$ cat config.mk
export PLATFORM = sky130hd
export DESIGN_NAME = nsd_cell
export DESIGN_NICKNAME = d
export VERILOG_FILES = /design/src/rtl/nsd_pkg.sv /design/src/rtl/nsd_cell.sv
export SDC_FILE = /design/constraint.sdc
export NUM_CORES = 1
export LEC_CHECK = 0
export ABC_AREA = 0
export BUFFER_PORTS_ARGS = -buffer_cell sky130_fd_sc_hd__buf_4
export CORE_UTILIZATION = 54
export CTS_BUF_LIST = sky130_fd_sc_hd__clkbuf_8
export DETAILED_ROUTE_END_ITERATION = 10
export PLACE_DENSITY = 0.8
export SYNTH_ARGS = -nofsm -noshare
export SYNTH_HDL_FRONTEND = slang
export SYNTH_SLANG_ARGS = --single-unit
export TNS_END_PERCENT = 20
$ cat constraint.sdc
create_clock -name clk -period 8.33 [get_ports clk]
set_input_delay 0.833 -clock clk [delete_from_list [all_inputs] [get_ports clk]]
set_output_delay 0.833 -clock clk [all_outputs]
set_load 0.03 [all_outputs]
$ cat src/rtl/nsd_pkg.sv
// shared types and constants of the nearest seed distance core
`default_nettype none

package nsd_pkg;

    localparam int CFG_W       = 7;
    localparam int SLOT_W      = 6;
    localparam int COORD_W     = 10;
    localparam int QD_W        = 19;
    localparam int SCALE_SHIFT = 16;

    localparam logic [QD_W-1:0] QD_MAX = 19'h7FFFF;

    localparam logic OP_LOAD  = 1'b0;
    localparam logic OP_QUERY = 1'b1;

    typedef struct packed {
        logic               op;
        logic [SLOT_W-1:0]  slot;
        logic [COORD_W-1:0] coord_x;
        logic [COORD_W-1:0] coord_y;
    } nsd_in_t;

    typedef struct packed {
        logic [QD_W-1:0] quarter_distance;
        logic            empty_res;
    } nsd_out_t;

    typedef struct packed {
        logic valid;
        logic found;
        logic d2_use;
    } nsd_flags_t;

    typedef enum logic [1:0] {
        ST_IDLE,
        ST_SCAN,
        ST_ROOT
    } nsd_state_t;

endpackage

`default_nettype wire

$ cat src/rtl/nsd_cell.sv
// one chain cell: holds a seed, computes its squared distance, merges the running minimum
`default_nettype none

module nsd_cell #(
    parameter int COORD_BITS = 10,
    parameter int CNT_W      = 7,
    parameter int CELL_IDX   = 0
) (
    input  wire                          clk,
    input  wire                          rst_n,
    input  wire                          load_en,
    input  wire  [COORD_BITS-1:0]        load_x,
    input  wire  [COORD_BITS-1:0]        load_y,
    input  wire  [CNT_W-1:0]             n_count,
    input  nsd_pkg::nsd_flags_t          in_flags,
    input  wire  [COORD_BITS-1:0]        in_x,
    input  wire  [COORD_BITS-1:0]        in_y,
    input  wire  [2*COORD_BITS:0]        in_best,
    input  wire  [2*COORD_BITS:0]        in_d2,
    output nsd_pkg::nsd_flags_t          out_flags,
    output logic [COORD_BITS-1:0]        out_x,
    output logic [COORD_BITS-1:0]        out_y,
    output logic [2*COORD_BITS:0]        out_best,
    output logic [2*COORD_BITS:0]        out_d2
);

    localparam int D2_W = 2 * COORD_BITS + 1;
    localparam int SQ_W = 2 * COORD_BITS;

    logic [COORD_BITS-1:0] seed_x_reg, seed_y_reg;
    logic [COORD_BITS-1:0] seed_x_next, seed_y_next;
    nsd_pkg::nsd_flags_t   flags_reg, flags_next;
    logic [COORD_BITS-1:0] x_reg, y_reg;
    logic [D2_W-1:0]       best_reg, best_next;
    logic [D2_W-1:0]       d2_reg, d2_next;

    logic [COORD_BITS-1:0] dx, dy;
    logic [SQ_W-1:0]       sq_x, sq_y;
    logic                  take_prev;

    always_comb
    begin
        seed_x_next = load_en ? load_x : seed_x_reg;
        seed_y_next = load_en ? load_y : seed_y_reg;

        dx   = (seed_x_reg > in_x) ? (seed_x_reg - in_x) : (in_x - seed_x_reg);
        dy   = (seed_y_reg > in_y) ? (seed_y_reg - in_y) : (in_y - seed_y_reg);
        sq_x = SQ_W'(dx) * SQ_W'(dx);
        sq_y = SQ_W'(dy) * SQ_W'(dy);
        d2_next = D2_W'(sq_x) + D2_W'(sq_y);

        // fold the previous cell's distance into the running minimum
        take_prev = in_flags.d2_use && (!in_flags.found || (in_d2 < in_best));
        best_next = take_prev ? in_d2 : in_best;

        flags_next.valid  = in_flags.valid;
        flags_next.found  = in_flags.found || in_flags.d2_use;
        flags_next.d2_use = n_count > CNT_W'(CELL_IDX);
    end

    always_ff @(posedge clk or negedge rst_n)
    begin
        if (!rst_n)
        begin
            flags_reg <= '0;
        end
        else
        begin
            flags_reg <= flags_next;
        end
    end

    always_ff @(posedge clk)
    begin
        seed_x_reg <= seed_x_next;
        seed_y_reg <= seed_y_next;
        x_reg      <= in_x;
        y_reg      <= in_y;
        best_reg   <= best_next;
        d2_reg     <= d2_next;
    end

    assign out_flags = flags_reg;
    assign out_x     = x_reg;
    assign out_y     = y_reg;
    assign out_best  = best_reg;
    assign out_d2    = d2_reg;

endmodule

`default_nettype wire

# Yosys cells after proc, flatten, opt, wreduce, memory -nomap -nowiden
# Cells that the tools add are included.
# op_classes
multipliers,2
add_sub_neg,5
muxes,3
n_reduce_logical,4
magnitude_cmp,4
# ops
operator,count
10-bit by 10-bit multiplier with 20-bit output,2
10-bit subtractor,4
20-bit by 20-bit adder with 21-bit output,1
21-bit < comparator,1
21-bit two-way mux,1
10-bit > comparator,2
10-bit two-way mux,2
"7-bit by 1-bit > comparator with 1-bit output, second input constant",1
1-bit logical OR,2
1-bit logical AND,1
1-bit logical NOT,1
# totals
inputBits,95
wordCells,27
out_inout_bits,65
regBits,85

# Logic depth before layout (Yosys ltp)
# logic_depth
ltp_word,4
depth_mapped,35
mapped_depth_nobuf,33

# Worst setup path after synthesis
# OpenSTA, ideal clock, no wires.
# synth_path
path_type,input port to flip-flop
startpoint,input port in_x[0]
endpoint,register d2_reg[17] (netlist: out_d2[17])
arrival_ns,8.560
n_path_buf,1
path_slack_ns,-0.303
t_required_ns,8.258
cell_stages,29
setup_ns,0.072
path_cell_list,ha_1 -> inv_1 -> fa_1 -> a21oi_2 -> o221ai_2 -> a41o_4 -> a21boi_4 -> buf_6 -> o21ai_0 -> xor2_1 -> nor2_1 -> fa_1 -> fa_1 -> inv_1 -> fa_1 -> inv_1 -> fa_1 -> fa_1 -> fa_1 -> fa_1 -> ha_1 -> a21o_1 -> a21o_1 -> a21o_1 -> or3_1 -> o21ai_0 -> o211ai_1 -> a21oi_1 -> xnor2_1
# synth_between
elab_chain_cells,4
elab_cells_between_ends,6
classes_between,add/sub (3); mul (1); order compare (1); mux (1)
# synth_rtl
element,line,text
"start, declared",nsd_cell.sv:16,"input wire [COORD_BITS-1:0] in_x,"
10-bit subtractor / 10-bit > comparator (equally long branches),nsd_cell.sv:46,dx = (seed_x_reg > in_x) ? (seed_x_reg - in_x) : (in_x - seed_x_reg);
10-bit two-way mux *,nsd_cell.sv:46,
10-bit by 10-bit multiplier with 20-bit output *,nsd_cell.sv:48,sq_x = SQ_W'(dx) * SQ_W'(dx);
20-bit by 20-bit adder with 21-bit output *,nsd_cell.sv:50,d2_next = D2_W'(sq_x) + D2_W'(sq_y);
named net d2_next[17],nsd_cell.sv:35,"logic [D2_W-1:0] d2_reg, d2_next;"
"end signal, assigned",nsd_cell.sv:80,d2_reg <= d2_next;
"end, declared",nsd_cell.sv:35,
# Mark *: on every way through the listed nets, which the timed path passes. The rest lies on a longest branch.
# A chain may end at the register's enable or synchronous reset.

# Final worst setup path
# layout_path
startpoint,input port in_x[0]
endpoint,register d2_reg[15] (netlist: out_d2[15])
# Same word-level chain as after synthesis.

==> flow_metrics.py <==
metrics = {
    "outcome": {
        "status": "completed",
    },
    "floorplan": {
        "core-area_um2": 18100,
        "initial_core_util_pct": 55.8,
        "dieArea_um2": 19300,
        "die_x_um": 139,
        "num_io_pins": 160,
        "die_y_um": 139,
        "fp-row-count": 49,
    },
    "sta": {
        "setup_ws_ns": 0.294,
        "worstMarginPinSlew_ns": 1.20,
        "setup_viol": 0,
        "slew_headroom_pct": 19.8,
        "hold_violations": 0,
        "finClkSkew_ns": 0.0216,
        "fmax_ghz": 0.124,
        "whs_ns": 0.182,
        "timing.final.crit_share_pct": 96.5,
        "slew_violations": 0,
        "min_period_ns": 8.04,
        "fin_setup_tns_ns": 0,
    },
    "cts": {
        "clk_latency_ns": 0.41,
        "clkTransAtPathRegs_ns": 0.12,
        "cts_made_buffers": 9,
        "root_buffer": "clkbuf_8",
        "htreeDepth": 3,
        "cts_num_sinks": 85,
        "clk_path_buf_depth": 2,
        "cts_hold_buf": 0,
        "cts_tree": "done",
    },
    "setup_path": {
        "cpMaxStageDelayCell": "fa_1",
        "arrival_ns": 8.38,
        "reg2reg_setup_slack_ns": 0.37,
        "r2r-end": "out_d2[15]",
        "crit_top_cell": "fa_1",
        "crit_path_end_kind": "flip-flop",
        "path_class": "in2reg",
        "cpPeakStageDelay_ns": 0.58,
        "worstPathRequired_ns": 8.68,
        "reg2reg_from": "seed_x_reg[0]",
        "crit_fanout": 5,
        "reg2reg_depth": 31,
        "cp-start-kind": "primary input",
    },
    "synth": {
        "ys_warn_count": 0,
        "ys_seq_area_share_pct": 18.9,
        "yosys-top-cells-area": "fa_1 27%, ha_1 18%, dfxtp_1 12%, inv_1 9.1%, edfxtp_1 5.9%",
        "synthArstFlopShare_pct": 3.53,
        "dominantRegCellSynth": "dfxtp_1",
        "syn_area_per_cell_um2": 9.67,
        "synth_edf_count": 20,
        "yosysTopAreaCellShare_pct": 26.7,
        "netlist_instances": 1048,
        "syn_area_um2": 10100,
        "synth_area_leader_cell": "fa_1",
        "synth_nets": 1422,
        "ys_types": 61,
        "ys_ff_latch": 85,
    },
    "detailed_routing": {
        "wire_per_inst_um": 16.0,
        "ant_nets": 0,
        "routed_wl_um": 24700,
        "drt_first_pass_iters": 7,
        "post-route-drc-count": 0,
        "dr_total_vias": 7993,
        "viasPerCell": 5.17,
        "drt_iter0_drc": 352,
    },
    "hold_path": {
        "min_path_type": "in2async",
    },
    "layout": {
        "mostFrequentLayoutCells": "272 x buf_4, 246 x inv_1, 142 x ha_1",
        "antenna_cells": 0,
        "final_common_cell": "buf_4",
        "multi_input_area_um2": 7350,
        "register_area_um2": 1920,
        "drive_gt1_share_pct": 28.4,
        "synthToLayoutAreaGrowth_pct": 25.7,
        "nFillCells": 1349,
        "final_nets": 1686,
    },
    "grt": {
        "grt_first_pass_wirelength_um": 40700,
        "antenna_found_initial": 0,
        "grt_pass1_vias": 8837,
        "grt_max_degree": 22,
        "gr-total-overflow": 0,
        "grt_use_total_pct": 27.0,
    },
    "run": {
        "drv_cap": 0,
    },
    "placed_design": {
        "port-buffer-count": 159,
        "dp_hpwl_um": 21200,
        "pre_cts_ws_ns": -0.281,
        "gp_congestion": 0.920,
    },
}
[per-stage QoR]
stage                     util [%]  cells  area, um2
after CTS                     69.4   1540      12600
after detailed placement      68.3   1524      12400
after floorplan                  -   1048      10200
after global placement        68.3   1524      12400
final                         70.2   1546      12700
after global routing          70.2   1546      12700
[cell usage after synthesis, drive strengths merged, types with 3 or more instances]
cell,number
a211oi,7
a21o,20
a21oi,44
a31oi,4
and3,5
buf,10
clkbuf,10
dfrtp,3
dfxtp,62
edfxtp,20
fa,135
ha,144
inv,247
mux2,29
mux2i,12
nand2,27
nand2b,19
nand3,7
nand4,6
nor2,83
nor2b,9
nor3,14
o211ai,4
o21a,4
o21ai,25
o21bai,7
or2,22
or3,5
xnor2,27
xor2,12
[worst max path at each step]
stage	slack, ns	end	cells past startpoint	startpoint
floorplan	0.005	out_d2[15]	32	in_x[0]
global placement	-0.07	out_d2[15]	31	in_x[0]
detailed placement	-0.28	out_d2[15]	31	in_x[0]
CTS	0.15	out_d2[15]	31	in_x[0]
global route	-0.03	out_d2[15]	31	seed_x_reg[0]
finish	0.29	out_d2[15]	31	in_x[0]
[logic make-up after synthesis]
group | synth area share [%]
multiplexers | 4.53
AND/OR/NAND/NOR | 10.1
AO/OA/AOI/OAI | 8.42
flip-flops | 18.9
buffers and inverters | 10.1
adder cells (fa/ha/maj) | 44.5
XOR/XNOR | 3.45
[layout make-up]
cell class | count | share of cell area, %
clock buffers | 9 | 0.973
clock inverters | 7 | 0.698
inverters | 247 | 7.28
multi-input cells | 697 | 57.7
flip-flops and latches | 85 | 15.1
well taps | 229 | 2.25
repair buffers | 272 | 16.0
[timing repair]
item	in CTS	in global routing
buffers inserted	0	5
endpoints found under the setup margin	0	8
endpoints found under the hold margin	0	0
resized for setup	0	16
[metal layers]
layer	GRT usage, %	routed length [um]	part of all wire, %	up-vias
met2	47.8	12400	50	260
met4	13.9	996	4.0	0
li1	-	-	-	3843
met3	5.84	1480	6.0	67
met1	30.7	9840	40	3823
met5	0	0	0	-
[critical path, delay by kind of cell]
family,cells,cell delay [ns]
xor gates and xnor gates,2,0.34
adders and majority gates,10,4.13
AOI/OAI and AO/OA,10,1.80
buffers and inverters,5,0.39
and+or+nand+nor,4,0.91
Power is not shown: default switching activity piles up to over one toggle a cycle in this logic, so the estimate is an artifact.
