## src/rtl/nsd_sqrt.sv

```systemverilog
// bit-serial integer square root, one result bit per cycle
`default_nettype none

module nsd_sqrt #(
    parameter int RAD_W = 38
) (
    input  wire                     clk,
    input  wire                     rst_n,
    input  wire                     go,
    input  wire  [RAD_W-1:0]        radicand,
    output logic                    done,
    output logic [RAD_W/2-1:0]      root
);

    localparam int ROOT_W = RAD_W / 2;
    localparam int REM_W  = ROOT_W + 2;
    localparam int CNT_W  = $clog2(ROOT_W + 1);

    logic              run_reg, run_next;
    logic              done_reg, done_next;
    logic [CNT_W-1:0]  cnt_reg, cnt_next;
    logic [RAD_W-1:0]  rad_reg, rad_next;
    logic [REM_W-1:0]  rem_reg, rem_next;
    logic [ROOT_W-1:0] root_reg, root_next;

    logic [REM_W-1:0]  rem_cat, trial;
    logic              ge, last;

    always_comb
    begin
        rem_cat = {rem_reg[ROOT_W-1:0], rad_reg[RAD_W-1 -: 2]};
        trial   = {root_reg, 2'b01};
        ge      = rem_cat >= trial;
        last    = cnt_reg == CNT_W'(ROOT_W - 1);

        run_next  = run_reg;
        done_next = 1'b0;
        cnt_next  = cnt_reg;
        rad_next  = rad_reg;
        rem_next  = rem_reg;
        root_next = root_reg;

        if (go)
        begin
            run_next  = 1'b1;
            cnt_next  = '0;
            rad_next  = radicand;
            rem_next  = '0;
            root_next = '0;
        end
        else if (run_reg)
        begin
            cnt_next  = cnt_reg + CNT_W'(1);
            rad_next  = {rad_reg[RAD_W-3:0], 2'b00};
            rem_next  = ge ? (rem_cat - trial) : rem_cat;
            root_next = {root_reg[ROOT_W-2:0], ge};
            if (last)
            begin
                run_next  = 1'b0;
                done_next = 1'b1;
            end
        end
    end

    always_ff @(posedge clk or negedge rst_n)
    begin
        if (!rst_n)
        begin
            run_reg  <= 1'b0;
            done_reg <= 1'b0;
            cnt_reg  <= '0;
        end
        else
        begin
            run_reg  <= run_next;
            done_reg <= done_next;
            cnt_reg  <= cnt_next;
        end
    end

    always_ff @(posedge clk)
    begin
        rad_reg  <= rad_next;
        rem_reg  <= rem_next;
        root_reg <= root_next;
    end

    assign done = done_reg;
    assign root = root_reg;

endmodule

`default_nettype wire

```

## config.mk

```make
export PLATFORM = sky130hd
export DESIGN_NAME = nsd_sqrt
export DESIGN_NICKNAME = d
export VERILOG_FILES = /design/src/rtl/nsd_sqrt.sv
export SDC_FILE = /design/constraint.sdc
export NUM_CORES = 1
export LEC_CHECK = 0
export ABC_AREA = 1
export ABC_CLOCK_PERIOD_IN_PS = 2300
export BUFFER_PORTS_ARGS = -buffer_cell sky130_fd_sc_hd__clkbuf_2
export CAP_MARGIN = 20
export CORE_MARGIN = 3
export CORE_UTILIZATION = 52
export CTS_CLUSTER_SIZE = 12
export DETAILED_ROUTE_END_ITERATION = 8
export HOLD_SLACK_MARGIN = 0.12
export PLACE_DENSITY_LB_ADDON = 0.12
export SLEW_MARGIN = 10
export SYNTH_ARGS = -nofsm -noshare
export SYNTH_HDL_FRONTEND = slang
export SYNTH_SLANG_ARGS = --single-unit
```

## constraint.sdc

```tcl
create_clock -name clk -period 2.3 [get_ports clk]
set_input_delay 0.345 -clock clk [delete_from_list [all_inputs] [get_ports clk]]
set_output_delay 0.345 -clock clk [all_outputs]
set_load 0.05 [all_outputs]
```

Word-level counts from Yosys, hierarchy flattened
Index checks and enable logic that the tools add are counted.
{ "word_totals": {"ff_bits": 83, "input_bits": 41, "out_inout_bits": 20, "wordCells": 22} }
{ "classes": {"n_addsub": 2, "n_lt_le_gt_ge": 1, "eq_ne": 1, "muxes": 11, "n_reduce_logical": 1} }
{ "op_table": {"columns": ["cell", "n"], "rows": [
  ["38-bit 2-to-1 mux", 2],
  ["21-bit greater-or-equal comparator", 1],
  ["19-bit 2-to-1 mux", 1],
  ["19-bit subtractor", 1],
  ["5-bit 2-to-1 mux", 2],
  ["1-bit 2-to-1 mux", 6],
  ["5-bit by 1-bit adder with 5-bit output (second input constant)", 1],
  ["5-bit == test (second input constant)", 1],
  ["2-bit nonzero test", 1]
]} }

Logic depth before layout (Yosys ltp)
Gate-level depths: netlist of run 1.
{ "logic_depth": {"ltp_word": 4, "ltp_mapped": 14, "depth_no_buf": 14} }

Worst setup path after synthesis of run 1
OpenSTA, ideal clock, no wires.
{ "synth_path": {"path_type": "register to register", "start": "reg run_reg", "end": "reg rad_reg[0], enable pin", "arrival_time_ns": 1.750, "path_slack_ns": 0.132, "stages_incl_launch_ff": 4, "path_buffers": 1, "synth_period_minus_slack_ns": 2.168, "cell_sequence": "dfrtp_1 -> nor2_1 -> inv_1 -> clkbuf_1"} }
{ "synth_via": {"elab_chain_cells": 1} }
{ "synth_rtl": {"columns": ["item", "line_no", "text"], "rows": [
  ["start: declaration", "19", "logic run_reg, run_next;"],
  ["start signal: assignment", "75", "run_reg <= run_next;"],
  ["2-bit nonzero test (no line)", null, null],
  ["end signal: assignment", "83", "rad_reg <= rad_next;"],
  ["end: declaration", "22", "logic [RAD_W-1:0] rad_reg, rad_next;"]
]} }
Every way passes these cells.
A chain may end at the register's enable or synchronous reset.

Worst setup path after layout of run 1
{ "layout_path": {"start": "reg root_reg[10] (netlist: root[10])", "end": "reg rem_reg[12]"} }
{ "layout_via": {"elab_chain_cells": 2, "elab_cells_between_ends": 3, "cone_classes": "add/sub: 1; order compare: 1; mux: 1"} }
{ "layout_rtl": {"columns": ["item", "line_no", "text"], "rows": [
  ["start: declaration", "24", "logic [ROOT_W-1:0] root_reg, root_next;"],
  ["start signal: assignment", "85", "root_reg <= root_next;"],
  ["19-bit subtractor or 21-bit greater-or-equal comparator (tied branches)", "55, 33", null],
  ["19-bit 2-to-1 mux *", "55", "rem_next = ge ? (rem_cat - trial) : rem_cat;"],
  ["end signal: assignment", "84", "rem_reg <= rem_next;"],
  ["end: declaration", "23", "logic [REM_W-1:0] rem_reg, rem_next;"]
]} }
Mark *: on every way between the ends. The rest lies on a longest branch, timed or not.

==> run metrics, run 1 <==
CTS H-tree depth=3; Worst-path clk slew=0.09 ns; synthesized area per cell=7.49 um2; worst path bufs/invs=2; post-route setup slack=0.214 ns; Hold Startpoint=radicand[1]; Core ar.=8420 um2; LEAKAGE=2.70 nW; crit path launch type=flop; row count=33; Die Y=100 um; Synth area leader=edfxtp_1; synthesized area=4610 um2; sequential fraction of the synthesis area=0.451; vias per inst=5.14; total grt overflow=0; VDD IR max=0.000546 V; First DRT Iteration DRCs=211; Avg WL per Cell=13.3 um; largest net degree at the start of global routing=38; first-pass GRT wire length=17,900 um; synth unique cells=30; Seq cells post-synth=83; Layout Nets=742; Final Cycle Share=0.907; Yosys warnings=0; Hold WS=0.240 ns; Die Wd=100 um; Tightest Hold Check Type=primary input to flop; area of the die=10,000 um2; synthesized net count=679; Max Fclk=0.479 GHz; Post-Synthesis Cells=615; R2R Setup Slk=0.21 ns; Placer Congestion=0.953; Clock Sink Count=83; TritonRoute pass-1 iters=5; CTS buffer count=9; Slowest Stage Delay on Critical Path=0.37 ns; Setup TNS Final=0 ns; Worst-Margin Slew=0.581 ns; outcome=finished, final reports clean; antenna diode count=0; register area=2080 um2; wirelength, routed=10,500 um; DRC errors left=0; CTS tree=yes; Relative slew margins=0.610; Starting Density=0.547; R2R Path Start=root[10]$_SDFFE_PP0P_; total power=6.04 mW; worst skew pair latency=0.36 ns; Clock Path Buffers=2; post-CTS setup buffer count=0; delay-heaviest family, CP=simple AND/OR/NAND/NOR gates; antenna-violating nets left=0; num ports=61; count of final setup violators=0; vias in the first global route=3,815; Final Max Slew Viols=0; Max-cap violations=0; antenna violations before repair=0; Setup crit end kind=flop; WHS Endpoint=rad_reg[1]$_SDFFCE_PN0P_; CP Class=flop to flop; largest cells by area after synthesis=edfxtp_1, nand2_1, dfxtp_1; share of post-route cells with drive strength above 1=0.158; pre-CTS setup slack=0.245 ns; HPWL Detailed=7810 um; R2R cell count=11; clk root buf=clkbuf_8; crit-path max FO=8; gr usage total=0.221; P per Cell Area=1150 nW/um2; vias after detailed routing=4,050; Port Buf Inserts=60; clk_skew=0.0110 ns; final hold violation count=0; Fillers=804; Synth-to-Final Area Change=13.5%; Worst EP required=2.54 ns; area used by multi-input combinational logic=2120 um2; RSZ-0062 raised after global routing=false; worst hold stages=3; commonest cells after routing, fill and taps aside=nand2_1, inv_1, clkbuf_2; R2R Path End=rem_reg[12]$_SDFFE_PP0P_; post-synth top area share=0.248; crit path DAT=2.32 ns; Largest register FFs=38; min cycle time layout=2.09 ns; final core utilization=0.621; critical-path cell list=inv_1, ha_1, a21oi_1, nand2_1, a21oi_2, nand2_2, nand2_2, nand2_1, buf_4, nand3_1, nand3_1; slowest CP cell=ha_1; most common cell after layout, fill and taps aside=nand2_1
## worst min-delay path, stage by stage
cell      delay, ns
clkbuf_2       0.07
nand2_1        0.04
inv_1          0.04
## cells by family (layout without fill, tap and decap cells)
logic type / after synthesis / count (layout) / share of synthesized area
AO/OA/AOI/OAI: 47 / 47 / 0.0578
XOR/XNOR: 9 / 9 / 0.0171
adder cells (fa/ha/maj): 23 / 23 / 0.0624
buffers and inverters: 100 / 168 / 0.0901
flip-flops: 83 / 83 / 0.451
AND/OR/NAND/NOR: 353 / 353 / 0.322
## metrics by stage
step / cells / area, um2
global placement: 771 / 5020
floorplan: 615 / 4610
finish: 788 / 5230
CTS: 788 / 5230
detailed placement: 771 / 5020
global route: 788 / 5230
## what timing repair did
item	CTS	global route
endpoints found under the hold margin	7	0
hold buffers	1	0
resized for setup	0	0
## synth_stat cells (all sizes together)
master	n
clkinv	1
dfxtp	38
o22ai	18
a21o	1
o21ai	10
nor3	6
edfxtp	38
ha	23
buf	10
xor2	8
dfrtp	7
inv	76
nor2	32
clkbuf	13
nand3	53
nand4	16
nand2	245
a21oi	17
o21bai	1
xnor2	1
nand3b	1
## worst max path at each step
stage                                      from                        to  cells after the start
after floorplan               run_reg$_DFF_PN0_  rad_reg[0]$_SDFFCE_PN0P_                      3
after global placement    root[10]$_SDFFE_PP0P_   rem_reg[5]$_SDFFE_PP0P_                     11
after detailed placement  root[10]$_SDFFE_PP0P_  rem_reg[12]$_SDFFE_PP0P_                     11
after CTS                 root[10]$_SDFFE_PP0P_  rem_reg[12]$_SDFFE_PP0P_                     11
after global routing      root[10]$_SDFFE_PP0P_  rem_reg[12]$_SDFFE_PP0P_                     11
final                     root[10]$_SDFFE_PP0P_  rem_reg[12]$_SDFFE_PP0P_                     11
## routing by layer
layer / vias up / wire [um] / GRT usage
met5: - / 0 / 0
met4: 0 / 141 / 0.0694
met3: 14 / 496 / 0.0285
met2: 96 / 4860 / 0.354
met1: 1838 / 4950 / 0.313
li1: 2102 / - / -
## power breakdown
group	internal, mW	switching (mW)
clock network	0.512	0.565
logic	1.09	1.99
registers	1.75	0.125
total	3.36	2.68
## area by class of cell
cell class              count  area share
clock buffers              10      0.0244
well taps                 105      0.0251
repair buffers             75      0.0794
flip-flops and latches     83       0.397
clock inverters             6      0.0136
inverters                  77      0.0553
multi-input cells         432       0.405
No activity file was read; power rests on OpenSTA's default activity.
==> inputs of run 2 (changes only) <==
--- a/config.mk
+++ b/config.mk
@@ -14,7 +14,7 @@
 export CTS_CLUSTER_SIZE = 12
 export DETAILED_ROUTE_END_ITERATION = 8
 export HOLD_SLACK_MARGIN = 0.12
-export PLACE_DENSITY_LB_ADDON = 0.12
+export PLACE_DENSITY = 0.86
 export SLEW_MARGIN = 10
 export SYNTH_ARGS = -nofsm -noshare
 export SYNTH_HDL_FRONTEND = slang
==> constraint.sdc (replaced) <==
create_clock -name clk -period 2.3 [get_ports clk]
set_input_delay 0.345 -clock clk [delete_from_list [all_inputs] [get_ports clk]]
set_output_delay 0.345 -clock clk [all_outputs]
set_load 0.02 [all_outputs]
==> run 2 against run 1 <==
  * Critical path depth did not move
  * Highest routed layer unchanged
  * Global-route usage up 0.36 points
  * Largest power group unchanged
  * Largest cell class unchanged
  * Power fell by 1.2%
==> run metrics, run 2 (synthesis results as in run 1) <==
outcome=finished, final reports clean; crit path DAT=2.40 ns (+0.08 ns); CTS buffer count=9 (unchanged); crit-path max FO=19 (+11); critical-path cell list=inv_1, ha_1, a21oi_1, nand2_1, a21oi_2, nand2_2, nand2_2, buf_4, nand3_1, nand3_1, nand2_1; LEAKAGE=2.70 nW (-0.33%); vias per inst=5.43 (+5.7%); Max-cap violations=0 (unchanged); commonest cells after routing, fill and taps aside=nand2_1, inv_1, clkbuf_2; Setup TNS Final=0 ns (unchanged); RSZ-0062 raised after global routing=false; antenna diode count=0 (unchanged); Worst-path clk slew=0.10 ns (about the same); P per Cell Area=1150 nW/um2 (-0.67%); met2 Resource Use GR=0.374 (+0.0204); Final Cycle Share=0.930 (+0.0235); Tightest Hold Check Type=primary input to flop; CTS tree=yes; total power=5.97 mW (-1.2%); VDD IR max=0.000688 V (+26%); CP Class=flop to flop; wirelength, routed=10,600 um (+1.7%); Die Y=100 um (unchanged); most common cell after layout, fill and taps aside=nand2_1; area of the die=10,000 um2 (unchanged); grt peak-use layer=met2; vias after detailed routing=4,250 (+4.9%); Relative slew margins=0.619 (+0.00858); first-pass GRT wire length=18,500 um (+3.6%); CTS H-tree depth=3 (unchanged); Slowest Stage Delay on Critical Path=0.38 ns (about the same); Setup crit end kind=flop; Layout Nets=736 (-0.81%); antenna violations before repair=0 (unchanged); First DRT Iteration DRCs=326 (+55%); Resized Gates After CTS=0 (unchanged); Max Fclk=0.467 GHz (-2.5%); clk_skew=0.0161 ns (+0.00513 ns); TritonRoute pass-1 iters=5 (unchanged); num ports=61 (unchanged); total grt overflow=0 (unchanged); Clock Sink Count=83 (unchanged); Core ar.=8420 um2 (unchanged); clk root buf=clkbuf_8; Clock Path Buffers=2 (unchanged); worst path bufs/invs=2 (unchanged); final core utilization=0.618 (-0.00327); min cycle time layout=2.14 ns (+0.0540 ns); Largest register FFs=38 (unchanged); hold-fix buffers at CTS=1 (unchanged); Final Max Slew Viols=0 (unchanged); delay-heaviest family, CP=simple AND/OR/NAND/NOR gates; largest net degree at the start of global routing=45 (+18%); DRC errors left=0 (unchanged); Worst EP required=2.56 ns (+0.02 ns); count of final setup violators=0 (unchanged); final hold violation count=0 (unchanged); GR Util met1=0.287 (-0.0264); post-CTS setup buffer count=0 (unchanged); Starting Density=0.547 (unchanged); met3 Use GR=0.0445 (+0.0160); vias in the first global route=4,194 (+9.9%); gr usage total=0.225 (+0.00358); Port Buf Inserts=60 (unchanged); HPWL Detailed=7840 um (+0.36%); Placer Congestion=0.963 (+1.0%); row count=33 (unchanged); Die Wd=100 um (unchanged); share of post-route cells with drive strength above 1=0.152 (-0.00598); slowest CP cell=ha_1; Worst-Margin Slew=0.568 ns (-0.0128 ns); crit path launch type=flop; worst skew pair latency=0.35 ns (about the same); Synth-to-Final Area Change=12.9%; Avg WL per Cell=13.6 um (+2.5%); antenna-violating nets left=0 (unchanged)
## run 2: tightest hold or removal path, stage by stage
cell and delay, ns:
clkbuf_2 0.08, nand2_1 0.04, inv_1 0.04
## run 2: per-layer routing
metal	part of all wire	wire length (um)
met1	0.43	4570
met5	0	0
met4	0.024	257
met3	0.061	652
met2	0.48	5150
## run 2: stage by stage
| step | hold WS (ns) | instance area, um2 | setup WS (ns) | instances |
|---|---|---|---|---|
| after floorplan | 0.0494 | 4610 | 0.132 | 615 |
| after global placement | 0.183 | 4990 | 0.268 | 765 |
| after detailed placement | 0.185 | 4990 | 0.250 | 765 |
| after CTS | 0.244 | 5200 | 0.215 | 782 |
| after global routing | 0.266 | 5200 | 0.0651 | 782 |
| final | 0.256 | 5200 | 0.160 | 782 |
## run 2: path summary, 6_finish.rpt
check / from / endpoint / slack [ns] / cells past startpoint
setup / recovery: root[10]$_SDFFE_PP0P_ / rem_reg[1]$_SDFFE_PP0P_ / 0.16 / 11
hold / removal: radicand[0] / rad_reg[0]$_SDFFCE_PN0P_ / 0.26 / 3
setup reg to reg: root[10]$_SDFFE_PP0P_ / rem_reg[1]$_SDFFE_PP0P_ / 0.16 / 11
hold reg to reg: cnt_reg[4]$_DFFE_PN0P_ / cnt_reg[4]$_DFFE_PN0P_ / 0.48 / 1
max in group asynchronous: rst_n / cnt_reg[4]$_DFFE_PN0P_ / 1.75 / 2
min in group asynchronous: rst_n / run_reg$_DFF_PN0_ / 0.37 / 2
## run 2: layout make-up
class,instances,area [um2]
Fill cell,716,3220
Multi-Input combinational cell,432,2120
Sequential cell,83,2080
Timing Repair Buffer,69,383
Inverter,77,289
Tap cell,105,131
Clock buffer,9,124
Clock inverter,7,80.1
## run 2: power by group
group / switching (mW) / total, mW / internal (mW)
logic: 1.98 / 3.01 / 1.03
registers: 0.126 / 1.88 / 1.75
clock network: 0.560 / 1.08 / 0.522
==> inputs of run 3 (changes only) <==
--- a/config.mk
+++ b/config.mk
@@ -10,11 +10,12 @@
 export BUFFER_PORTS_ARGS = -buffer_cell sky130_fd_sc_hd__clkbuf_2
 export CAP_MARGIN = 20
 export CORE_MARGIN = 3
-export CORE_UTILIZATION = 52
+export CORE_UTILIZATION = 54
+export CTS_BUF_LIST = sky130_fd_sc_hd__clkbuf_8
 export CTS_CLUSTER_SIZE = 12
 export DETAILED_ROUTE_END_ITERATION = 8
 export HOLD_SLACK_MARGIN = 0.12
-export PLACE_DENSITY = 0.86
+export PLACE_DENSITY = 0.88
 export SLEW_MARGIN = 10
 export SYNTH_ARGS = -nofsm -noshare
 export SYNTH_HDL_FRONTEND = slang
==> run 3 against run 2 <==
  * Power fell by 1.9%
  * Utilization rose by 0.80 points
  * Register-to-register slack improved by 0.10 ns
  * Non-clock buffer count did not move
  * Design area fell by 0.70%
  * Fmax rose by 4.9%
  * Cell count did not move
  * Via count fell by 0.38%
  * Sequential share of layout area rose by 0.28 points
  * Clock power fell by 16%
  * Critical path depth did not move
  * Die area fell by 3.5%
  * Critical endpoint is now rem_reg[11]$_SDFFE_PP0P_
  * Highest routed layer unchanged
==> run metrics, run 3 (synthesis results as in run 1) <==
Worst EP required=2.53 ns (-0.03 ns); Worst-path clk slew=0.08 ns (-0.02 ns); Avg WL per Cell=14.0 um (+3.0%); final instance area=5170 um2 (-0.70%); vias after detailed routing=4,234 (-0.38%); vias per inst=5.41 (-0.38%); P per Cell Area=1130 nW/um2 (-1.2%); Clock Sink Count=83 (unchanged); num ports=61 (unchanged); share of post-route cells with drive strength above 1=0.151 (-0.00148); commonest cells after routing, fill and taps aside=nand2_1, inv_1, clkbuf_2; Setup TNS Final=0 ns (unchanged); Starting Density=0.558 (+0.0109); antenna-violating nets left=0 (unchanged); TritonRoute pass-1 iters=5 (unchanged); crit path launch type=flop; first-pass GRT wire length=18,600 um (+0.26%); CP Class=flop to flop; Placed Cells=765 (unchanged); CTS buffer count=9 (unchanged); crit-path max FO=20 (+1); crit path DAT=2.27 ns (-0.13 ns); Max Fclk=0.490 GHz (+4.9%); Die Wd=98.4 um (-1.8%); critical-path cell list=inv_1, ha_1, a21oi_1, nand2_1, a21oi_2, nand2_2, nand2_2, nand2_1, buf_4, nand3_1, nand3_1; Fillers=708 (-1.1%); slowest CP cell=ha_1; post-CTS setup buffer count=0 (unchanged); First DRT Iteration DRCs=360 (+10%); count of final setup violators=0 (unchanged); min cycle time layout=2.04 ns (-0.101 ns); Resized Gates After CTS=0 (unchanged); worst skew pair latency=0.35 ns (about the same); Tightest Hold Check Type=primary input to flop; LEAKAGE=2.67 nW (-0.85%); Die Y=98.4 um (-1.8%); largest net degree at the start of global routing=45 (unchanged); Hold WS=0.254 ns (-0.00217 ns); total power=5.85 mW (-1.9%); antenna diode count=0 (unchanged); HPWL Detailed=8160 um (+4.1%); Setup crit end kind=flop; Relative slew margins=0.624 (+0.00534); Final Cycle Share=0.887 (-0.0437); total grt overflow=0 (unchanged); outcome=finished, final reports clean; CTS tree=yes; Synth-to-Final Area Change=12.1%; Largest register FFs=38 (unchanged); RSZ-0062 raised after global routing=false; post-route insts no fill=782 (unchanged); wirelength, routed=11,000 um (+3.0%); Placer Congestion=0.875 (-9.1%); row count=33 (unchanged); Layout Nets=736 (unchanged); VDD IR max=0.000602 V (-12%); Max-cap violations=0 (unchanged); vias in the first global route=4,084 (-2.6%); clk root buf=clkbuf_8; Slowest Stage Delay on Critical Path=0.37 ns (about the same); CTS H-tree depth=3 (unchanged); antenna violations before repair=0 (unchanged); clk_skew=0.00821 ns (-0.00787 ns); final hold violation count=0 (unchanged); gr usage total=0.233 (+0.00881); hold-fix buffers at CTS=1 (unchanged); dpl cell area=4990 um2 (unchanged); Final Max Slew Viols=0 (unchanged); Worst-Margin Slew=0.560 ns (-0.00796 ns); area used by multi-input combinational logic=2120 um2 (unchanged); register area=2080 um2 (unchanged); area of the die=9680 um2 (-3.5%); Clock Path Buffers=2 (unchanged); DRC errors left=0 (unchanged); Core ar.=8260 um2 (-2.0%); Port Buf Inserts=60 (unchanged); most common cell after layout, fill and taps aside=nand2_1
-- run 3: cell count changes in the layout (fill, tap and decap cells not counted) --
cell / previous run / this run
clkinv_4: 0 / 1
clkinvlp_4: 0 / 2
clkinv_1: 1 / 2
bufinv_16: 1 / 0
inv_6: 5 / 0
clkinv_2: 0 / 2
-- run 3: cell type report --
cell class              count  area share
well taps                 105      0.0254
repair buffers             69      0.0741
clock inverters             7     0.00848
flip-flops and latches     83       0.402
inverters                  77      0.0559
multi-input cells         432       0.410
clock buffers               9      0.0240
-- run 3: critical path, delay by kind of cell (launching register included) --
kind / cells / cell delay [ns]
adders and majority gates: 1 / 0.37
AOI/OAI and AO/OA: 2 / 0.40
DFF: 1 / 0.35
and+or+nand+nor: 6 / 0.53
buffers and inverters: 2 / 0.27
-- run 3: per-stage QoR --
step | utilization | setup slack, ns
after global placement | 0.604 | 0.255
after floorplan | - | 0.132
final | 0.626 | 0.260
after CTS | 0.626 | 0.280
after detailed placement | 0.604 | 0.310
after global routing | 0.626 | 0.112
-- run 3: power breakdown --
part | internal, mW | switching (mW)
clock | 0.386 | 0.518
combinational | 1.03 | 2.03
sequential | 1.75 | 0.136
total | 3.16 | 2.69
-- run 3: final timing paths --
kind	endpoint	slack, ns	from	cells after the start
max	rem_reg[11]$_SDFFE_PP0P_	0.26	root[10]$_SDFFE_PP0P_	11
min reg2reg	cnt_reg[4]$_DFFE_PN0P_	0.47	cnt_reg[4]$_DFFE_PN0P_	1
min in group asynchronous	cnt_reg[1]$_DFFE_PN0P_	0.35	rst_n	2
min	rad_reg[1]$_SDFFCE_PN0P_	0.25	radicand[1]	3
max in group asynchronous	cnt_reg[3]$_DFFE_PN0P_	1.78	rst_n	2
max reg2reg	rem_reg[11]$_SDFFE_PP0P_	0.26	root[10]$_SDFFE_PP0P_	11
-- run 3: per-layer routing --
layer | up-vias | track usage | part of all wire
li1 | 2091 | - | -
met2 | 184 | 0.383 | 0.48
met1 | 1932 | 0.299 | 0.43
met5 | - | 0 | 0
met4 | 0 | 0.101 | 0.029
met3 | 27 | 0.0486 | 0.067
